### src/hcd_pkg.sv
// Shared types, car state codes and scoring helpers for the hall-call dispatcher.
package hcd_pkg;

    localparam int CALL_W  = 6;   // width of the call mask fields of a result beat
    localparam int FLOOR_W = 4;   // width of the floor mask fields of a result beat
    localparam int SCORE_W = 9;   // holds the largest score (300)

    // Car state codes
    localparam logic [3:0] ST_IDLE    = 4'd0;
    localparam logic [3:0] ST_UP      = 4'd1;
    localparam logic [3:0] ST_DOWN    = 4'd2;
    localparam logic [3:0] ST_DISP    = 4'd3;
    localparam logic [3:0] ST_DECEL   = 4'd4;
    localparam logic [3:0] ST_OPEN    = 4'd5;
    localparam logic [3:0] ST_CLOSING = 4'd6;
    localparam logic [3:0] ST_INDEP   = 4'd7;

    // Request codes
    localparam logic REQ_REGISTER = 1'b0;
    localparam logic REQ_DISPATCH = 1'b1;

    // Score offsets
    localparam logic [SCORE_W-1:0] SC_AHEAD   = 9'd1;
    localparam logic [SCORE_W-1:0] SC_IDLE    = 9'd50;
    localparam logic [SCORE_W-1:0] SC_DOORS   = 9'd60;
    localparam logic [SCORE_W-1:0] SC_BUSY    = 9'd70;
    localparam logic [SCORE_W-1:0] SC_PASSED  = 9'd100;
    localparam logic [SCORE_W-1:0] SC_OTHER   = 9'd300;

    typedef struct packed {
        logic       req_type;
        logic [2:0] call_floor;
        logic       call_up;
        logic [2:0] a_floor;
        logic [3:0] a_state;
        logic       a_emergency;
        logic [2:0] b_floor;
        logic [3:0] b_state;
        logic       b_emergency;
        logic       comm_fault;
    } hcd_in_t;

    typedef struct packed {
        logic [CALL_W-1:0]  pending_mask;
        logic [CALL_W-1:0]  car_a_calls;
        logic [CALL_W-1:0]  car_b_calls;
        logic [FLOOR_W-1:0] car_a_floors;
        logic [FLOOR_W-1:0] car_b_floors;
    } hcd_out_t;

    typedef struct packed {
        logic               refused;
        logic [SCORE_W-1:0] value;
    } hcd_score_t;

    // Cost of one car serving one call; lower is better.
    function automatic hcd_score_t score_car(input logic [2:0] floor, input logic [3:0] st,
                                             input logic emerg, input logic [3:0] tgt,
                                             input logic up);
        hcd_score_t         s;
        logic [3:0]         fl;
        logic [3:0]         span;
        logic [SCORE_W-1:0] d9;
        fl   = {1'b0, floor};
        span = (fl > tgt) ? (fl - tgt) : (tgt - fl);
        d9   = {5'd0, span};
        s.refused = 1'b0;
        s.value   = '0;
        if (emerg || st == ST_INDEP) begin
            s.refused = 1'b1;
        end else if (st == ST_IDLE && fl == tgt) begin
            s.value = '0;
        end else if (st == ST_UP && up) begin
            s.value = (fl < tgt) ? (SC_AHEAD + d9) : (SC_PASSED + d9);
        end else if (st == ST_DOWN && !up) begin
            s.value = (fl > tgt) ? (SC_AHEAD + d9) : (SC_PASSED + d9);
        end else if (st == ST_UP || st == ST_DOWN) begin
            s.refused = 1'b1;
        end else if (st == ST_DISP || st == ST_DECEL) begin
            s.value = SC_BUSY + d9;
        end else if (st == ST_IDLE) begin
            s.value = SC_IDLE + d9;
        end else if (st == ST_OPEN || st == ST_CLOSING) begin
            s.value = SC_DOORS + d9;
        end else begin
            s.value = SC_OTHER;
        end
        return s;
    endfunction

    // Car is stopped at the target floor and serves the call there.
    function automatic logic stopped_at(input logic [2:0] floor, input logic [3:0] st,
                                        input logic [3:0] tgt);
        logic hit;
        hit = ({1'b0, floor} == tgt) &&
              (st inside {ST_IDLE, ST_OPEN, ST_CLOSING, ST_DECEL});
        return hit;
    endfunction

endpackage

### src/hcd_cell.sv
// One hall-call cell: holds pending/assigned bits of a single call and extends the floor chain.
module hcd_cell #(
    parameter int FLOORS = 4,
    parameter int IDX    = 0
) (
    input  logic                aclk,
    input  logic                aresetn,
    input  hcd_pkg::hcd_in_t    ev,
    input  logic                ev_accept,
    input  logic [FLOORS-1:0]   a_floors_in,
    input  logic [FLOORS-1:0]   b_floors_in,
    output logic [FLOORS-1:0]   a_floors_out,
    output logic [FLOORS-1:0]   b_floors_out,
    output logic                pend_next,
    output logic                car_a_next,
    output logic                car_b_next,
    output logic                pend_q,
    output logic                car_a_q,
    output logic                car_b_q
);

    localparam int         FBIT = (IDX + 1) / 2;        // floor index, 0 is floor 1
    localparam logic [3:0] TGT  = 4'(FBIT + 1);
    localparam logic       UP   = ((IDX % 2) == 0);

    logic pend_reg, car_a_reg, car_b_reg;
    logic clr_a, clr_b, a1, b1;
    hcd_pkg::hcd_score_t sa, sb;

    always_comb begin
        clr_a = car_a_reg && hcd_pkg::stopped_at(ev.a_floor, ev.a_state, TGT);
        clr_b = !ev.comm_fault && car_b_reg &&
                hcd_pkg::stopped_at(ev.b_floor, ev.b_state, TGT);
        a1 = car_a_reg && !clr_a;
        b1 = car_b_reg && !clr_b;
        sa = hcd_pkg::score_car(ev.a_floor, ev.a_state, ev.a_emergency, TGT, UP);
        sb = hcd_pkg::score_car(ev.b_floor, ev.b_state, ev.b_emergency, TGT, UP);

        pend_next  = pend_reg;
        car_a_next = car_a_reg;
        car_b_next = car_b_reg;
        if (ev.req_type == hcd_pkg::REQ_REGISTER) begin
            if ({1'b0, ev.call_floor} == TGT && ev.call_up == UP &&
                !car_a_reg && !car_b_reg) begin
                pend_next = 1'b1;
            end
        end else if (ev.comm_fault) begin
            // car A absorbs everything
            car_a_next = a1 || b1 || pend_reg;
            car_b_next = 1'b0;
            pend_next  = 1'b0;
        end else begin
            car_a_next = a1;
            car_b_next = b1;
            if (pend_reg) begin
                if (a1 || b1) begin
                    pend_next = 1'b0;
                end else if (!(sa.refused && sb.refused)) begin
                    pend_next = 1'b0;
                    if (!sa.refused && (sb.refused || sa.value <= sb.value)) begin
                        car_a_next = 1'b1;
                    end else begin
                        car_b_next = 1'b1;
                    end
                end
            end
        end
    end

    always_ff @(posedge aclk) begin
        if (!aresetn) begin
            pend_reg  <= 1'b0;
            car_a_reg <= 1'b0;
            car_b_reg <= 1'b0;
        end else if (ev_accept) begin
            pend_reg  <= pend_next;
            car_a_reg <= car_a_next;
            car_b_reg <= car_b_next;
        end
    end

    // merge this call's floor into the running floor masks
    always_comb begin
        a_floors_out = a_floors_in;
        b_floors_out = b_floors_in;
        a_floors_out[FBIT] = a_floors_in[FBIT] | car_a_next;
        b_floors_out[FBIT] = b_floors_in[FBIT] | car_b_next;
    end

    assign pend_q  = pend_reg;
    assign car_a_q = car_a_reg;
    assign car_b_q = car_b_reg;

endmodule

### src/two_car_hall_call_dispatcher_unit.sv
// Top level of the two-car hall-call dispatcher: a row of call cells and a skid output buffer.
//
//  channel | dir | handshake         | payload
//  --------+-----+-------------------+------------------------------
//  s_      | in  | s_valid / s_ready | s_data  (hcd_pkg::hcd_in_t)
//  m_      | out | m_valid / m_ready | m_data  (hcd_pkg::hcd_out_t)
//
//  One beat per cycle sustained while the m_ side keeps taking results; each result is registered
//  in the output register, or in the skid slot when m_ stalls. All six (2*(FLOORS-1)) call cells
//  score and update in parallel in the accept cycle; the floor masks ripple through the cell row
//  within that same cycle. Reset (aresetn low, synchronous) clears all call masks and both output slots.
//  A stalled m_ side parks one result in a skid slot; s_ready drops only when both
//  the output register and the skid slot are full.
module two_car_hall_call_dispatcher_unit #(
    parameter int FLOORS = 4
) (
    input  logic              aclk,
    input  logic              aresetn,
    input  logic              s_valid,
    output logic              s_ready,
    input  hcd_pkg::hcd_in_t  s_data,
    output logic              m_valid,
    input  logic              m_ready,
    output hcd_pkg::hcd_out_t m_data
);

    localparam int NCALLS = 2 * (FLOORS - 1);

    logic accept;
    logic m_fire;

    // floor mask chain through the cell row
    logic [FLOORS-1:0] a_chain [NCALLS+1];
    logic [FLOORS-1:0] b_chain [NCALLS+1];

    logic [NCALLS-1:0] pend_next, car_a_next, car_b_next;
    logic [NCALLS-1:0] pend_q, car_a_q, car_b_q;

    hcd_pkg::hcd_out_t result;

    hcd_pkg::hcd_out_t out_data_reg, out_data_next;
    hcd_pkg::hcd_out_t skid_data_reg, skid_data_next;
    logic              out_valid_reg, out_valid_next;
    logic              skid_valid_reg, skid_valid_next;

    assign s_ready = !skid_valid_reg;
    assign accept  = s_valid && s_ready;
    assign m_fire  = out_valid_reg && m_ready;

    assign a_chain[0] = '0;
    assign b_chain[0] = '0;

    // one cell per hall call, U1 D2 U2 D3 ...
    for (genvar k = 0; k < NCALLS; k++) begin : g_cell
        hcd_cell #(
            .FLOORS (FLOORS),
            .IDX    (k)
        ) u_cell (
            .aclk         (aclk),
            .aresetn      (aresetn),
            .ev           (s_data),
            .ev_accept    (accept),
            .a_floors_in  (a_chain[k]),
            .b_floors_in  (b_chain[k]),
            .a_floors_out (a_chain[k+1]),
            .b_floors_out (b_chain[k+1]),
            .pend_next    (pend_next[k]),
            .car_a_next   (car_a_next[k]),
            .car_b_next   (car_b_next[k]),
            .pend_q       (pend_q[k]),
            .car_a_q      (car_a_q[k]),
            .car_b_q      (car_b_q[k])
        );
    end

    // fit the call and floor masks into the fixed-width result fields
    for (genvar i = 0; i < hcd_pkg::CALL_W; i++) begin : g_call_bit
        if (i < NCALLS) begin : g_used
            assign result.pending_mask[i] = pend_next[i];
            assign result.car_a_calls[i]  = car_a_next[i];
            assign result.car_b_calls[i]  = car_b_next[i];
        end else begin : g_pad
            assign result.pending_mask[i] = 1'b0;
            assign result.car_a_calls[i]  = 1'b0;
            assign result.car_b_calls[i]  = 1'b0;
        end
    end

    for (genvar i = 0; i < hcd_pkg::FLOOR_W; i++) begin : g_floor_bit
        if (i < FLOORS) begin : g_used
            assign result.car_a_floors[i] = a_chain[NCALLS][i];
            assign result.car_b_floors[i] = b_chain[NCALLS][i];
        end else begin : g_pad
            assign result.car_a_floors[i] = 1'b0;
            assign result.car_b_floors[i] = 1'b0;
        end
    end

    // output register plus one skid slot
    always_comb begin
        out_valid_next  = out_valid_reg;
        out_data_next   = out_data_reg;
        skid_valid_next = skid_valid_reg;
        skid_data_next  = skid_data_reg;
        if (skid_valid_reg) begin
            // advance the parked beat once the output drains
            if (m_fire) begin
                out_data_next   = skid_data_reg;
                skid_valid_next = 1'b0;
            end
        end else if (accept) begin
            if (!out_valid_reg || m_fire) begin
                out_valid_next = 1'b1;
                out_data_next  = result;
            end else begin
                // hold the new beat behind the stalled one
                skid_valid_next = 1'b1;
                skid_data_next  = result;
            end
        end else if (m_fire) begin
            out_valid_next = 1'b0;
        end
    end

    always_ff @(posedge aclk) begin
        if (!aresetn) begin
            out_valid_reg  <= 1'b0;
            skid_valid_reg <= 1'b0;
        end else begin
            out_valid_reg  <= out_valid_next;
            skid_valid_reg <= skid_valid_next;
        end
        out_data_reg  <= out_data_next;
        skid_data_reg <= skid_data_next;
    end

    assign m_valid = out_valid_reg;
    assign m_data  = out_data_reg;

    // a parked beat always sits behind a valid output beat
    a_skid_behind_out: assert property (@(posedge aclk) disable iff (!aresetn)
        skid_valid_reg |-> out_valid_reg)
        else $error("skid slot valid while output register empty");

    // no call is both pending and held by a car
    a_pend_disjoint: assert property (@(posedge aclk) disable iff (!aresetn)
        (pend_q & (car_a_q | car_b_q)) == '0)
        else $error("pending call also assigned");

    // no call is held by both cars
    a_car_disjoint: assert property (@(posedge aclk) disable iff (!aresetn)
        (car_a_q & car_b_q) == '0)
        else $error("call assigned to both cars");

    // a dispatch under link fault leaves car B and the pending set empty
    a_fault_drains_b: assert property (@(posedge aclk) disable iff (!aresetn)
        accept && s_data.req_type == hcd_pkg::REQ_DISPATCH && s_data.comm_fault
        |=> car_b_q == '0 && pend_q == '0)
        else $error("fault dispatch left calls on car B or pending");

endmodule

### config.mk
export PLATFORM = sky130hd
export DESIGN_NAME = two_car_hall_call_dispatcher_unit
export DESIGN_NICKNAME = d
export VERILOG_FILES = /design/src/hcd_pkg.sv /design/src/hcd_cell.sv /design/src/two_car_hall_call_dispatcher_unit.sv
export SDC_FILE = /design/constraint.sdc
export NUM_CORES = 1
export LEC_CHECK = 0
export BUFFER_PORTS_ARGS = -buffer_cell sky130_fd_sc_hd__buf_2
export CORE_ASPECT_RATIO = 2
export CORE_UTILIZATION = 58
export DETAILED_ROUTE_END_ITERATION = 8
export PLACE_DENSITY = 0.77
export SETUP_SLACK_MARGIN = 0.3
export SLEW_MARGIN = 20
export SYNTH_ARGS = -nofsm -noshare
export SYNTH_HDL_FRONTEND = slang
export SYNTH_SLANG_ARGS = --single-unit
### constraint.sdc
create_clock -name aclk -period 14.75 [get_ports aclk]
set_input_delay 2.2125 -clock aclk [delete_from_list [all_inputs] [get_ports aclk]]
set_output_delay 2.2125 -clock aclk [all_outputs]
set_load 0.05 [all_outputs]
# --- Word level (Yosys, flattened, before mapping) ---
# Cells that the tools add are included.
word_totals:
  ramBits: 0
  latch_bits: 0
  memories: 0
  rom_bits: 0
  wordCells: 526
  ff_bits: 72
  inputBits: 26
classes:
  order_cmp: 20
  n_addsub: 56
  multipliers: 0
  n_mux: 237
  reduce_logical: 148
  div: 0
  shift: 0
  bitwise: 7
  eq_ne: 28
ops:
  columns: ["cell", "count"]
  rows:
  - ["$mux W9", 78]
  - ["$mux W1", 145]
  - ["$add A7 B4 Y8 const A", 16]
  - ["$add A6 B4 Y7 const A", 16]
  - ["$mux W26", 4]
  - ["$logic_and A1 B1 Y1", 78]
  - ["$le A9 B9 Y1", 6]
  - ["$add A1 B4 Y5 const A", 8]
  - ["$logic_not A1 Y1", 33]
  - ["$eq A4 B3 Y1 const B", 8]
  - ["$mux W4", 8]
  - ["$logic_or A1 B1 Y1", 27]
  - ["$eq A3 B2 Y1 const B", 6]
  - ["$eq A4 B2 Y1 const B", 4]
  - ["$mux W8", 2]
  - ["$sub A2 B3 Y4 const A", 4]
  - ["$sub A3 B2 Y4 const B", 4]
  - ["$gt A3 B2 Y1 const B", 4]
  - ["$lt A3 B2 Y1 const B", 4]
  - ["$eq A3 B1 Y1 const B", 3]
  - ["$eq A3 B3 Y1 const B", 3]
  - ["$reduce_and A3 Y1", 3]
  - ["$eq A4 B1 Y1 const B", 2]
  - ["$logic_not A4 Y1", 2]
  - ["13 further kinds", 28]

# --- Longest topological paths before layout ---
# Gate-level depths: netlist (run 1).
depth:
  word_depth: 23
  ltp_mapped: 22

# --- Hierarchy ---
# From an unflattened synthesis (run 1), not the netlist that was laid out.
unflattened:
  hier_cells: 1625
  area_unflattened_um2: 12355.6
modules_own_cells:
  columns: ["mod", "area_each_um2", "cells_per_inst", "seq_area_each_um2", "n_inst"]
  rows:
  - ["hcd_cell at g_cell[0].u_cell", 2062.0, 290, 60.1, 1]
  - ["two_car_hall_call_dispatcher_unit", 1990.7, 96, 1601.5, 1]
  - ["hcd_cell at g_cell[2].u_cell", 1848.0, 266, 60.1, 1]
  - ["hcd_cell at g_cell[1].u_cell", 1764.2, 259, 60.1, 1]
  - ["hcd_cell at g_cell[5].u_cell", 1642.8, 249, 60.1, 1]
  - ["hcd_cell at g_cell[4].u_cell", 1582.8, 241, 60.1, 1]
  - ["hcd_cell at g_cell[3].u_cell", 1465.2, 224, 60.1, 1]

# --- Worst setup path before layout (run 1) ---
# OpenSTA, ideal clock, no wires.
synth_path:
  kind: "input -> register"
  start: "in s_data[8] (netlist name)"
  end: "reg out_data_reg (netlist bit m_data[5]), data pin"
  arrival_ns: 6.461
  t_required_ns: 14.598
  n_path_buf: 2
  cell_stages: 19
  setup_slack_ns: 8.137
  setup_ns: 0.152
  path_cell_list: "buf_4 > clkinv_1 > ha_1 > mux2_4 > buf_2 > mux2_2 > inv_1 > ha_1 > ha_1 > o21ai_0 > a221oi_2 > o21ai_1 > ha_1 > o21a_1 > a221o_1 > a2111oi_4 > nor2_2 > o311a_4 > a31oi_1"
synth_lines:
  columns: ["element", "line_no", "text"]
  rows:
  - ["from (decl)", "two_car_hall_call_dispatcher_unit.sv:21", "input hcd_pkg::hcd_in_t s_data,"]
  - ["to (signal assigned)", "two_car_hall_call_dispatcher_unit.sv:133", "out_data_reg <= out_data_next;"]
  - ["to (decl)", "two_car_hall_call_dispatcher_unit.sv:41", "hcd_pkg::hcd_out_t out_data_reg, out_data_next;"]

==> flow_summary.json, run 1 <==
{
  "layout.nets": 1288,
  "portBuffers": 53,
  "dieArea_sq_mm": 0.0156,
  "timing.rr.start": "skid_valid_reg$_SDFF_PN0_",
  "ir_drop_v": 0.0000476,
  "synthTopCellsByArea": "ha_1 15%, edfxtp_1 15%, o21ai_0 6.8%",
  "p_per_area_mw_per_mm2": 78.6,
  "worst-setup-path-type": "in -> reg",
  "multi_input_area_sq_mm": 0.00647,
  "pre_cts_ws_ns": 7.23,
  "drive_gt1_frac": 0.113,
  "yosys_warnings": 0,
  "viasPerCell": 7.01,
  "grt_usage": 0.421,
  "hold_depth": 2,
  "grt_overflow": 0,
  "grt_max_degree": 30,
  "grt_pass1_vias": 9206,
  "ctsResizeCount": 0,
  "die_y_um": 176,
  "timing.max_slew.rel_slack": 0.199,
  "post-route-util": 0.636,
  "synth_cells": 1147,
  "tns_ns": 0,
  "drtIter0Drc": 1040,
  "ioPinCount": 54,
  "setup_viol": 0,
  "critical_path.most_common_cell": "ha_1",
  "ys.flop_type": "edfxtp_1",
  "setup_ws_ns": 7.42,
  "cts_buffers": 9,
  "antenna_found_initial": 1,
  "cts_setup_buffers": 0,
  "cts_hold_buf": 0,
  "timing.final.crit_share": 0.497,
  "reg2reg_to": "g_cell[0].u_cell.car_b_q$_SDFFE_PN0P_",
  "dr.pass1.iters": 5,
  "synth.most_common_cell": "o21ai_0",
  "timing.fmax_ghz": 0.136,
  "maxCapViolCount": 0,
  "netlist.area_leader.share": 0.155,
  "yosysSeqAreaShare": 0.197,
  "crit_fanout": 27,
  "hold_path.class": "reg -> reg",
  "worstPathRequired_ns": 14.92,
  "globalplace.congestion": 1.03,
  "drt.antenna.violating_nets": 0,
  "dpl.hpwl_mm": 23.5,
  "worstMarginPinSlew_ns": 1.20,
  "start_util": 0.592,
  "synth_cell_types": 89,
  "status": "finished clean",
  "netlist_top_cells_count": "118 x o21ai_0, 112 x a21oi_1, 108 x ha_1, 93 x nor2_1, 88 x nand2_1",
  "htreeDepth": 3,
  "cts_root_buf": "clkbuf_16",
  "hold_slack_ns": 0.523,
  "cpPeakStageDelay_ns": 0.64,
  "route.detailed.drc": 0,
  "synth-seq-cells": 64,
  "cts_tree": "done",
  "worstPathArrival_ns": 7.51,
  "rr_worst_depth": 7,
  "path_clk_slew_ns": 0.06,
  "r2r_slack_ns": 12.58,
  "cts_sinks": 64,
  "slew_violations": 0,
  "clock_skew_ns": 0.00553,
  "cp_num_buf_inv": 3,
  "die_width_um": 88.8,
  "syn-cell-area_sq_mm": 0.00873,
  "fillers": 1385,
  "hold_start": "g_cell[4].u_cell.car_b_q$_SDFFE_PN0P_",
  "holdPathEnd": "g_cell[4].u_cell.car_b_q$_SDFFE_PN0P_",
  "syn_avg_cell_area_sq_um": 7.61,
  "area_growth_pct": 7.29,
  "period_needed_ns": 7.33,
  "design.core.area_sq_mm": 0.0147,
  "cts_buffer_depth": 2,
  "power.leakage_nw": 3.86,
  "synth-edff-count": 44,
  "crit_chain": "buf_2, clkinv_1, ha_1, mux2_4, a211oi_4, inv_2, ha_1, o21ai_0, a221oi_1, o21ai_0, ha_1, a211oi_1, o221ai_1, a2111oi_2, o2111ai_1, and3_1, a31oi_1",
  "finalHoldViolCount": 0,
  "crit_family": "compound AO/OA/AOI/OAI gates",
  "endpoint_kind": "flop",
  "wl_per_cell_um": 23.1,
  "yosys.area.top_type": "ha_1",
  "cp-start-kind": "input port",
  "crit_path_top_delay_cell": "a2111oi_2",
  "routed_wirelength_mm": 31.3,
  "ff_latch_area_sq_mm": 0.00172,
  "grt_pass1_wl_mm": 48.9,
  "fp-row-count": 63,
  "rsz0062_at_grt": "no",
  "num_vias": 9500,
  "insertion_delay_ns": 0.33,
  "async_flop_share": 0
}
power breakdown:
group	switching, mW	internal (mW)
Combinational	0.202	0.0992
Sequential	0.00481	0.203
Clock	0.0789	0.149
Total	0.285	0.451
how the worst max path moves through the flow:
stage | slack (ns) | start | cells past startpoint | to
6_report | 7.42 | s_data[8] | 17 | m_data[5]$_DFFE_PP_
5_1_grt | 7.05 | s_data[8] | 17 | m_data[5]$_DFFE_PP_
3_5_place_dp | 7.23 | s_data[8] | 19 | m_data[5]$_DFFE_PP_
4_1_cts | 7.55 | s_data[8] | 17 | m_data[5]$_DFFE_PP_
2_1_floorplan | 8.14 | s_data[8] | 19 | m_data[5]$_DFFE_PP_
3_3_place_gp | 7.32 | s_data[8] | 17 | m_data[5]$_DFFE_PP_
area by class of cell:
class / count / share of cell area
Antenna cell: 1 / 0.000267
Timing Repair Buffer: 65 / 0.0379
Sequential cell: 64 / 0.184
Clock buffer: 10 / 0.0244
Clock inverter: 6 / 0.00988
Tap cell: 195 / 0.0260
Inverter: 66 / 0.0264
Multi-Input combinational cell: 948 / 0.691
cells by family after synthesis:
logic type,after synthesis,synth area share
AOI/OAI and AO/OA,434,0.328
xor gates and xnor gates,25,0.0251
adders and majority gates,109,0.156
buffers and inverters,136,0.0643
DFF,64,0.197
muxes,17,0.0221
other,1,0.000430
and+or+nand+nor,361,0.207
worst reg2reg max path, stage by stage (launching register included):
cell,delay (ns)
dfxtp_1,0.29
buf_4,0.20
inv_1,0.07
buf_4,0.28
nand2_1,0.45
nor2_1,0.45
o32ai_1,0.15
and2_1,0.17
cells in the final DEF (no fill, tap or decap), types with 5 or more instances in the layout:
master     synthesis  final
o21ai_1           10     10
buf_2             20     53
nand2b_1          22     22
mux2_2             9      9
o21ai_0          118    118
nand3_1           36     36
inv_2              5      5
a221oi_1          10     10
nand4_1            8      8
o21a_1            12     12
dfxtp_1           20     20
nor2_1            93     93
xor2_1            10     10
a211oi_1          12     12
nand3b_1           6      6
a211o_1            8      8
xnor2_1           15     15
a21oi_1          112    111
clkbuf_16          0      9
nor3_1            19     19
a21o_1            19     19
nor2b_1           20     20
o2111ai_1         13     13
a21boi_0           5      5
o221ai_1           8      8
edfxtp_1          44     44
inv_1             58     58
buf_4              7     12
and2_1            14     14
and3_1            16     15
nand2_1           88     88
a31oi_1           23     22
o211ai_1          13     13
ha_1             108    108
a32oi_1            5      5
o31ai_1           17     17
through the flow:
step | cell area [sq um] | total power [mW] | std cells
2_1_floorplan | 8730 | 0.427 | 1148
3_3_place_gp | 9040 | 0.495 | 1338
3_5_place_dp | 9040 | 0.500 | 1338
4_1_cts | 9360 | 0.726 | 1354
5_1_grt | 9370 | 0.774 | 1355
6_report | 9370 | 0.736 | 1355
layer usage:
layer,part of all wire,track usage
met1,0.31,0.387
met2,0.48,0.692
met3,0.084,0.117
met4,0.13,0.446
met5,0,0.00699
No activity file was read; power rests on OpenSTA's default activity.
==> inputs of run 2 (changes only) <==
- clock period: 14.75 -> 7.05 ns (I/O delays scaled with it)
==> run 2 against run 1 <==
First-iteration DRC count is 30% lower. Largest cell class unchanged. Sequential power is 110% higher. Cell count is 0.44% higher. Via count is 0.20% lower. Wire length is 0.38% lower. Non-clock buffer count is 7 higher. Clock power is 110% higher. Setup slack worse by 6.2 ns. The flow now finishes with violations (design-rule violations).
==> flow_summary.json, run 2 (synthesis gave the netlist of run 1 again) <==
{
  "viasPerCell": 6.97,
  "fillers": 1373,
  "clock_skew_ns": 0.00710,
  "antenna_found_initial": 1,
  "final_cell_mix": "118 x o21ai_0, 111 x a21oi_1, 108 x ha_1",
  "dieArea_sq_mm": 0.0156,
  "holdPathEnd": "g_cell[4].u_cell.car_b_q$_SDFFE_PN0P_",
  "dr_wl_met2_mm": 15.3,
  "globalplace.congestion": 1.04,
  "cpPeakStageDelay_ns": 0.62,
  "dpl.hpwl_mm": 23.6,
  "worstPathRequired_ns": 7.22,
  "setup_viol": 0,
  "status": "complete, but fails checks",
  "layout.nets": 1295,
  "r2r_slack_ns": 4.84,
  "cts_setup_buffers": 0,
  "diodes": 0,
  "timing.rr.start": "skid_valid_reg$_SDFF_PN0_",
  "ctsResizeCount": 0,
  "fin_area_sq_mm": 0.00942,
  "pre_cts_ws_ns": 1.02,
  "htreeDepth": 3,
  "wl_per_cell_um": 22.9,
  "area_growth_pct": 7.92,
  "worstMarginPinSlew_ns": 1.32,
  "timing.final.crit_share": 0.822,
  "instances_no_fill": 1361,
  "power_frac_comb": 0.410,
  "cts_hold_buf": 0,
  "start_util": 0.592,
  "grt_max_degree": 29,
  "route.detailed.drc": 1,
  "dr.pass1.iters": 9,
  "rr_worst_depth": 4,
  "reg2reg_to": "skid_data_reg[18]$_DFFE_PP_",
  "fp-row-count": 63,
  "final_common_cell": "o21ai_0",
  "cts_sinks": 64,
  "hold_slack_ns": 0.524,
  "power.leakage_nw": 3.89,
  "finalHoldViolCount": 0,
  "detailed_place.area_sq_mm": 0.00909,
  "top_layer_used": "met4",
  "tns_ns": 0,
  "drive_gt1_frac": 0.118,
  "hold_depth": 2,
  "cts_tree": "done",
  "worstPathArrival_ns": 5.97,
  "die_y_um": 176,
  "cp-start-kind": "input port",
  "maxCapViolCount": 0,
  "critical_path.most_common_cell": "ha_1",
  "grt_overflow": 0,
  "route.met3.wl_mm": 2.62,
  "grt_pass1_vias": 9289,
  "hold_start": "g_cell[4].u_cell.car_b_q$_SDFFE_PN0P_",
  "setup_ws_ns": 1.26,
  "p_total_mw": 1.54,
  "p_per_area_mw_per_mm2": 164,
  "design.core.area_sq_mm": 0.0147,
  "num_vias": 9481,
  "post-route-util": 0.639,
  "ir_drop_v": 0.000110,
  "ioPinCount": 54,
  "insertion_delay_ns": 0.33,
  "power.internal_uw": 946,
  "portBuffers": 53,
  "crit_fanout": 27,
  "routed_wirelength_mm": 31.2,
  "cts_buffers": 9,
  "rsz0062_at_grt": "no",
  "crit_path_top_delay_cell": "a2111oi_2",
  "cts_root_buf": "clkbuf_16",
  "route.layer.met1.wl_mm": 9.50,
  "crit_family": "compound AO/OA/AOI/OAI gates",
  "slew_violations": 0,
  "timing.max_slew.rel_slack": 0.117,
  "timing.fmax_ghz": 0.173,
  "switching_share": 0.387,
  "period_needed_ns": 5.79,
  "worst-setup-path-type": "in -> reg",
  "pwr-share-clk": 0.308,
  "crit_chain": "buf_2, clkinv_1, ha_1, mux2_4, a211oi_4, inv_2, ha_1, o21ai_0, a221oi_1, o21ai_0, ha_1, a211oi_1, o221ai_1, a2111oi_2, o2111ai_1, and3_1, a31oi_1",
  "violations": "design-rule violations",
  "seq_power_share": 0.282,
  "cp_num_buf_inv": 3,
  "grt_pass1_wl_mm": 49.6,
  "switchingPower_uw": 597,
  "endpoint_kind": "flop",
  "drt.antenna.violating_nets": 0,
  "hold_path.class": "reg -> reg",
  "cts_buffer_depth": 2,
  "drtIter0Drc": 724,
  "grt_usage": 0.428,
  "die_width_um": 88.8,
  "place_inst": 1345,
  "path_clk_slew_ns": 0.05
}
==> run 2: final cells by class <==
| cell class | count | area, sq um | area share |
|---|---|---|---|
| inverters | 66 | 248 | 0.0263 |
| repair buffers | 72 | 408 | 0.0433 |
| flip-flops and latches | 64 | 1720 | 0.183 |
| well taps | 195 | 244 | 0.0259 |
| clock buffers | 10 | 229 | 0.0243 |
| clock inverters | 6 | 92.6 | 0.00983 |
| multi-input cells | 948 | 6480 | 0.688 |
==> run 2: worst max-delay path by stage <==
| stage | start | endpoint | slack (ns) | cells after the start |
|---|---|---|---|---|
| 2_1_floorplan | s_data[8] | m_data[5]$_DFFE_PP_ | 1.59 | 19 |
| 3_3_place_gp | s_data[16] | m_data[5]$_DFFE_PP_ | 1.07 | 20 |
| 3_5_place_dp | s_data[8] | m_data[5]$_DFFE_PP_ | 1.02 | 17 |
| 4_1_cts | s_data[8] | m_data[5]$_DFFE_PP_ | 1.32 | 17 |
| 5_1_grt | s_data[8] | m_data[16]$_DFFE_PP_ | 0.95 | 17 |
| 6_report | s_data[8] | m_data[5]$_DFFE_PP_ | 1.26 | 17 |
==> run 2: worst register-to-register path: stages (launching register included) <==
cell,delay (ns)
dfxtp_1,0.29
buf_4,0.20
nor2b_1,0.16
buf_4,0.27
and3_1,0.90
==> run 2: layer usage <==
metal / GRT usage / up-vias
met2: 0.704 / 550
met5: 0 / -
met3: 0.151 / 278
li1: - / 4323
met1: 0.380 / 4330
met4: 0.435 / 0
==> run 2: power by group through the flow <==
| stage | sequential [mW] | combinational [mW] | clock (mW) |
|---|---|---|---|
| 2_1_floorplan | 0.485 | 0.409 | 0 |
| 3_3_place_gp | 0.442 | 0.598 | 0 |
| 3_5_place_dp | 0.442 | 0.607 | 0 |
| 4_1_cts | 0.435 | 0.611 | 0.475 |
| 5_1_grt | 0.438 | 0.696 | 0.495 |
| 6_report | 0.435 | 0.633 | 0.475 |
